[config.mk]
export PLATFORM = sky130hd
export DESIGN_NAME = oets_ctrl
export DESIGN_NICKNAME = d
export VERILOG_FILES = /design/src/design/oets_pkg.sv /design/src/design/oets_ctrl.sv
export SDC_FILE = /design/constraint.sdc
export NUM_CORES = 1
export LEC_CHECK = 0
export ABC_CLOCK_PERIOD_IN_PS = 1600
export BUFFER_PORTS_ARGS = -buffer_cell sky130_fd_sc_hd__buf_4
export CORE_AREA = 2 2 39 41
export CTS_CLUSTER_SIZE = 30
export DETAILED_ROUTE_END_ITERATION = 8
export DIE_AREA = 0 0 41 43
export PLACE_DENSITY = 0.3
export SLEW_MARGIN = 20
export SYNTH_ARGS = -nofsm -noshare
export SYNTH_HDL_FRONTEND = slang
export SYNTH_SLANG_ARGS = --single-unit
export TNS_END_PERCENT = 10
[constraint.sdc]
create_clock -name clk -period 1.6 [get_ports clk]
set_input_delay 0.16 -clock clk [delete_from_list [all_inputs] [get_ports clk]]
set_output_delay 0.16 -clock clk [all_outputs]
set_load 0.01 [all_outputs]
[src/design/oets_pkg.sv]
// Shared types and constants for the odd-even transposition sorter.
`timescale 1ns / 1ps
`default_nettype none
package oets_pkg;

    localparam int MAX_ELEMENTS_DEF = 64;
    localparam int DATA_WIDTH       = 32;

    // One input item
    typedef struct packed {
        logic signed [DATA_WIDTH-1:0] value;
        logic                         last;
    } in_item_t;

    // One result item
    typedef struct packed {
        logic signed [DATA_WIDTH-1:0] sorted_value;
        logic                         end_of_set;
        logic                         dropped;
    } result_t;

    // Controller states
    typedef enum logic [1:0] {
        ST_LOAD,
        ST_SORT,
        ST_EMIT
    } state_t;

    // Commands from controller to datapath
    typedef struct packed {
        logic load;
        logic sort_step;
        logic emit_step;
    } cmd_t;

    // Status from datapath to controller
    typedef struct packed {
        logic phase_last;
        logic emit_last;
    } status_t;

endpackage
`default_nettype wire

[src/design/oets_ctrl.sv]
// Controller state machine for the odd-even transposition sorter.
`timescale 1ns / 1ps
`default_nettype none
module oets_ctrl (
    input  wire logic             clk,
    input  wire logic             rst_n,
    input  wire logic             item_valid,
    input  wire logic             item_last,
    output logic                  item_ready,
    output logic                  result_valid,
    input  wire logic             result_ready,
    output oets_pkg::cmd_t        cmd,
    input  wire oets_pkg::status_t status
);

    oets_pkg::state_t state_reg;
    oets_pkg::state_t state_next;

    // State register
    always_ff @(posedge clk or negedge rst_n)
    begin
        if (!rst_n)
        begin
            state_reg <= oets_pkg::ST_LOAD;
        end
        else
        begin
            state_reg <= state_next;
        end
    end

    // Next state and commands
    always_comb
    begin
        state_next    = state_reg;
        item_ready    = 1'b0;
        result_valid  = 1'b0;
        cmd           = '0;
        unique case (state_reg)
            oets_pkg::ST_LOAD:
            begin
                item_ready = 1'b1;
                cmd.load   = item_valid;
                if (item_valid && item_last)
                begin
                    state_next = oets_pkg::ST_SORT;
                end
            end
            oets_pkg::ST_SORT:
            begin
                cmd.sort_step = 1'b1;
                if (status.phase_last)
                begin
                    state_next = oets_pkg::ST_EMIT;
                end
            end
            oets_pkg::ST_EMIT:
            begin
                result_valid  = 1'b1;
                cmd.emit_step = result_ready;
                if (result_ready && status.emit_last)
                begin
                    state_next = oets_pkg::ST_LOAD;
                end
            end
            default:
            begin
                state_next = oets_pkg::ST_LOAD;
            end
        endcase
    end

endmodule
`default_nettype wire

# Word level (Yosys, flattened, before mapping)
# Index checks and enable logic that the tools add are counted.
# op_classes
n_reduce_logical,4
muxes,9
eq_ne,5
# op_table
operator,count
2-to-1 mux 2 bit,3
inequality test 2 bit (second input constant),3
case mux 2 bit (3 select lines),1
2-to-1 mux 1 bit,5
AND reduction 3 bit,1
equality test 2 x 1 -> 1 bit (second input constant),1
equality test 2 bit (second input constant),1
logical AND 1 bit,2
logical NOT 2 bit,1
# word_totals
input_bits,7
reg_bits,2
out_inout_bits,5
elab_cells,19

# Longest topological paths before layout
# depth
word_depth,3
depth_mapped,2
mapped_depth_nobuf,2

# Worst setup path before layout
# Ideal clock, no wire load.
# synth_path
kind,flip-flop to output port
from,register state_reg[1]
to,output port cmd[2] (netlist name)
slack_ns,0.607
path_stages_with_launch,3
arrival_time_ns,0.833
path_cell_list,dfrtp_1 > nor2_1 > and2_1
# synth_lines
item,line_no,source
from (decl),oets_ctrl.sv:16,oets_pkg::state_t state_reg;
from (signal assigned),oets_ctrl.sv:24,state_reg <= oets_pkg::ST_LOAD;
from (signal assigned),oets_ctrl.sv:28,state_reg <= state_next;
to (decl),oets_ctrl.sv:12,"output oets_pkg::cmd_t cmd,"

==> results by group <==
Worst setup path
  – Reg2Reg Setup Slack: 720 ps
  – Startpoint Class: flip-flop
  – Worst path slowest cell: dfrtp_1
  – WS Path Type: reg -> out
  – Worst setup EP type: output pin
  – Cell Chain, Critical Path: nor2b_2, and2_1, buf_4
  – Crit path required time: between 1000 and 1500 ps
  – CP max FO: 3
  – Largest stage delay on the critical path: roughly 400 ps
  – Crit path arrival time: approximately 1100 ps

Logic synthesis
  – Most instantiated cells after synthesis: 2 x and2_1, 2 x dfrtp_1
  – Number of warnings issued by yosys: 0
  – Post-Synthesis Mean Instance Area: 10.58 sq um
  – Synth area leaders: dfrtp_1 43%, nor2b_4 12%, and2_1 11%, a32o_2 9.7%, a22o_1 7.5%
  – Async SR Flop Fraction: 1.000
  – Register area share after synthesis: 0.4301
  – Top FF cell, synth: dfrtp_1
  – Syn Inst Count: 11
  – Post-synth EDFFs: 0
  – Mapped Nets: 18
  – Leading area contributor after synthesis: dfrtp_1
  – Mapped cell area: ~120 sq um
  – FF+latch count, synth: 2
  – Synth cell types: 9
  – Area fraction of the dominant cell type after synthesis: 0.4301

Final layout
  – Area delta synth->final: 116.1%
  – Diode count: 0
  – Multi-input logic area: between 60 and 70 sq um
  – Seq. cell area: between 50 and 60 sq um
  – Nets: 35
  – Layout cell share with drive strength beyond 1: 0.6538
  – Fillers: 161
  – Max reg flops: 2

STA
  – Setup total negative slack: 0 ps
  – Final setup vio count: 0
  – Transition time of the tightest slew-check pin: 182.5 ps
  – Period utilization: 0.7817
  – Hold Violations, Final: 0
  – Max Transition Viols Final: 0
  – Skew final: about 1.5 ps
  – RSZ-0062 raised after global routing: false
  – Worst slew margin: 0.8779
  – Setup slack after layout: between 300 and 400 ps
  – Crit path time final: 1251 ps
  – F_max: between 700 and 800 MHz

Pwr
  – Worst vdd ir: about 430 uV
  – LEAKAGE: roughly 0.00013 uW
  – Pwr/cell area: between 1500 and 2000 nW/um^2

Route
  – Wirelength per Cell: 8.095 microns
  – Post-DRT Antenna Nets: 0
  – Routed via count: 137
  – Detailed Route WL: around 340 microns
  – Via density: 3.262
  – Pre-Repair DR Iteration Count: 4
  – Initial DRC Count: 4
  – DRC viols: 0

Global route
  – Met1 Track Usage GR: 0.05806
  – Overall Global Routing Usage: 0.05226
  – Busiest layer in global routing: met3
  – Met2 Use GR: 0.03750
  – First-pass GRT wire length: slightly above 500 microns
  – Vias in the first global route: 130
  – Pin count of the biggest net entering global routing: 4
  – GRT overflow: 0
  – Met3 Track Usage GR: 0.06806
  – Antenna violations before repair: 0

Clocking
  – Num Clock Sinks: 2
  – Clock-pin slew of the registers on the worst-case setup and hold paths: 30 ps
  – Setup bufs post-CTS: 0
  – Root Driver: clkbuf_4
  – CTS H-Tree Depth: 1
  – Num CTS Buffers: 3
  – CTS tree: done
  – Worst-Skew Late Latency: between 200 and 250 ps
  – CTS Buffer Depth: 2

Die
  – Die H: 43 microns
  – IO Count: 12
  – Die footprint: between 1500 and 2000 sq um
  – Core Footprint: 1384 sq um
  – Core Rows: 14
  – DIE WIDTH: just over 40 microns
  – Initial Util: 0.08409

Placed design
  – Worst slack, placed: about 580 ps
  – I/O Buffers: 11
  – Placer Congestion: slightly below 0.6

Status
  – Outcome: complete, no violations

Job
  – Max_cap viols: 0

Min path
  – Hold WC Path Type: in -> reg
==> through the flow <==
stage,util,cell area (sq um),std cells,hold slack (ps),power [uW]
floorplan,-,116.4,11,-135.6,195.3
global placement,0.1582,219.0,38,-55.76,296.5
detailed placement,0.1582,219.0,38,-55.88,297.3
CTS,0.1817,251.5,42,168.1,420.4
global route,0.1817,251.5,42,179.6,446.9
finish,0.1817,251.5,42,179.0,406.9
==> worst paths after layout <==
| check | startpoint | endpoint | depth (start not counted) |
|---|---|---|---|
| worst max-delay path | state_reg[1]$_DFFE_PN0P_ | cmd[0] | 3 |
| worst min-delay path | status[1] | state_reg[1]$_DFFE_PN0P_ | 2 |
| worst max register to register | state_reg[1]$_DFFE_PN0P_ | state_reg[1]$_DFFE_PN0P_ | 2 |
| worst min register to register | state_reg[0]$_DFFE_PN0P_ | state_reg[1]$_DFFE_PN0P_ | 2 |
| max in group asynchronous | rst_n | state_reg[0]$_DFFE_PN0P_ | 2 |
| min in group asynchronous | rst_n | state_reg[1]$_DFFE_PN0P_ | 2 |
==> where the power goes <==
part	internal, uW	switching [uW]	total (uW)	leakage (uW)
clock	82.7	28.4	111	0.0000138
combinational	119	83.6	203	0.0000929
sequential	71.4	21.6	93.0	0.0000261
==> per-layer routing <==
layer  wire length, microns  up-vias
li1                       -       68
met4                      0        0
met5                      0        -
met1                    157       57
met3                     76        0
met2                    106       12
==> placed cells by master (no fill, tap or decap), drive strengths merged <==
cell | Yosys | routed
a22o | 1 | 1
nor2 | 1 | 1
a32o | 1 | 1
inv | 1 | 1
and2 | 2 | 2
nor2b | 2 | 2
buf | 0 | 11
clkbuf | 0 | 3
dfrtp | 2 | 2
dlygate4sd3 | 0 | 1
nand2 | 1 | 1
==> critical path: cells and delay by family, from the launching register on <==
family                 cells  cell delay (ps)
DFF                        1              400
and+or+nand+nor            2              330
buffers and inverters      1              140
==> cell type report <==
type	count	area share
Tap cell	16	0.07960
Multi-Input combinational cell	8	0.2488
Timing Repair Buffer	12	0.3682
Sequential cell	2	0.1990
Clock buffer	3	0.08955
Inverter	1	0.01493
==> what timing repair did <==
action / in CTS / in global routing
hold buffers: 1 / 0
hold endpoints to repair: 2 / 0
gates resized for setup: 0 / 0
==> cells by family (layout without fill, tap and decap cells) <==
| group | count (synthesis) | after routing | synth area share |
|---|---|---|---|
| DFF | 2 | 2 | 0.4301 |
| buffers and inverters | 1 | 16 | 0.03223 |
| AOI/OAI and AO/OA | 2 | 2 | 0.1720 |
| and+or+nand+nor | 6 | 6 | 0.3655 |
(Power assumes the default switching activity.)
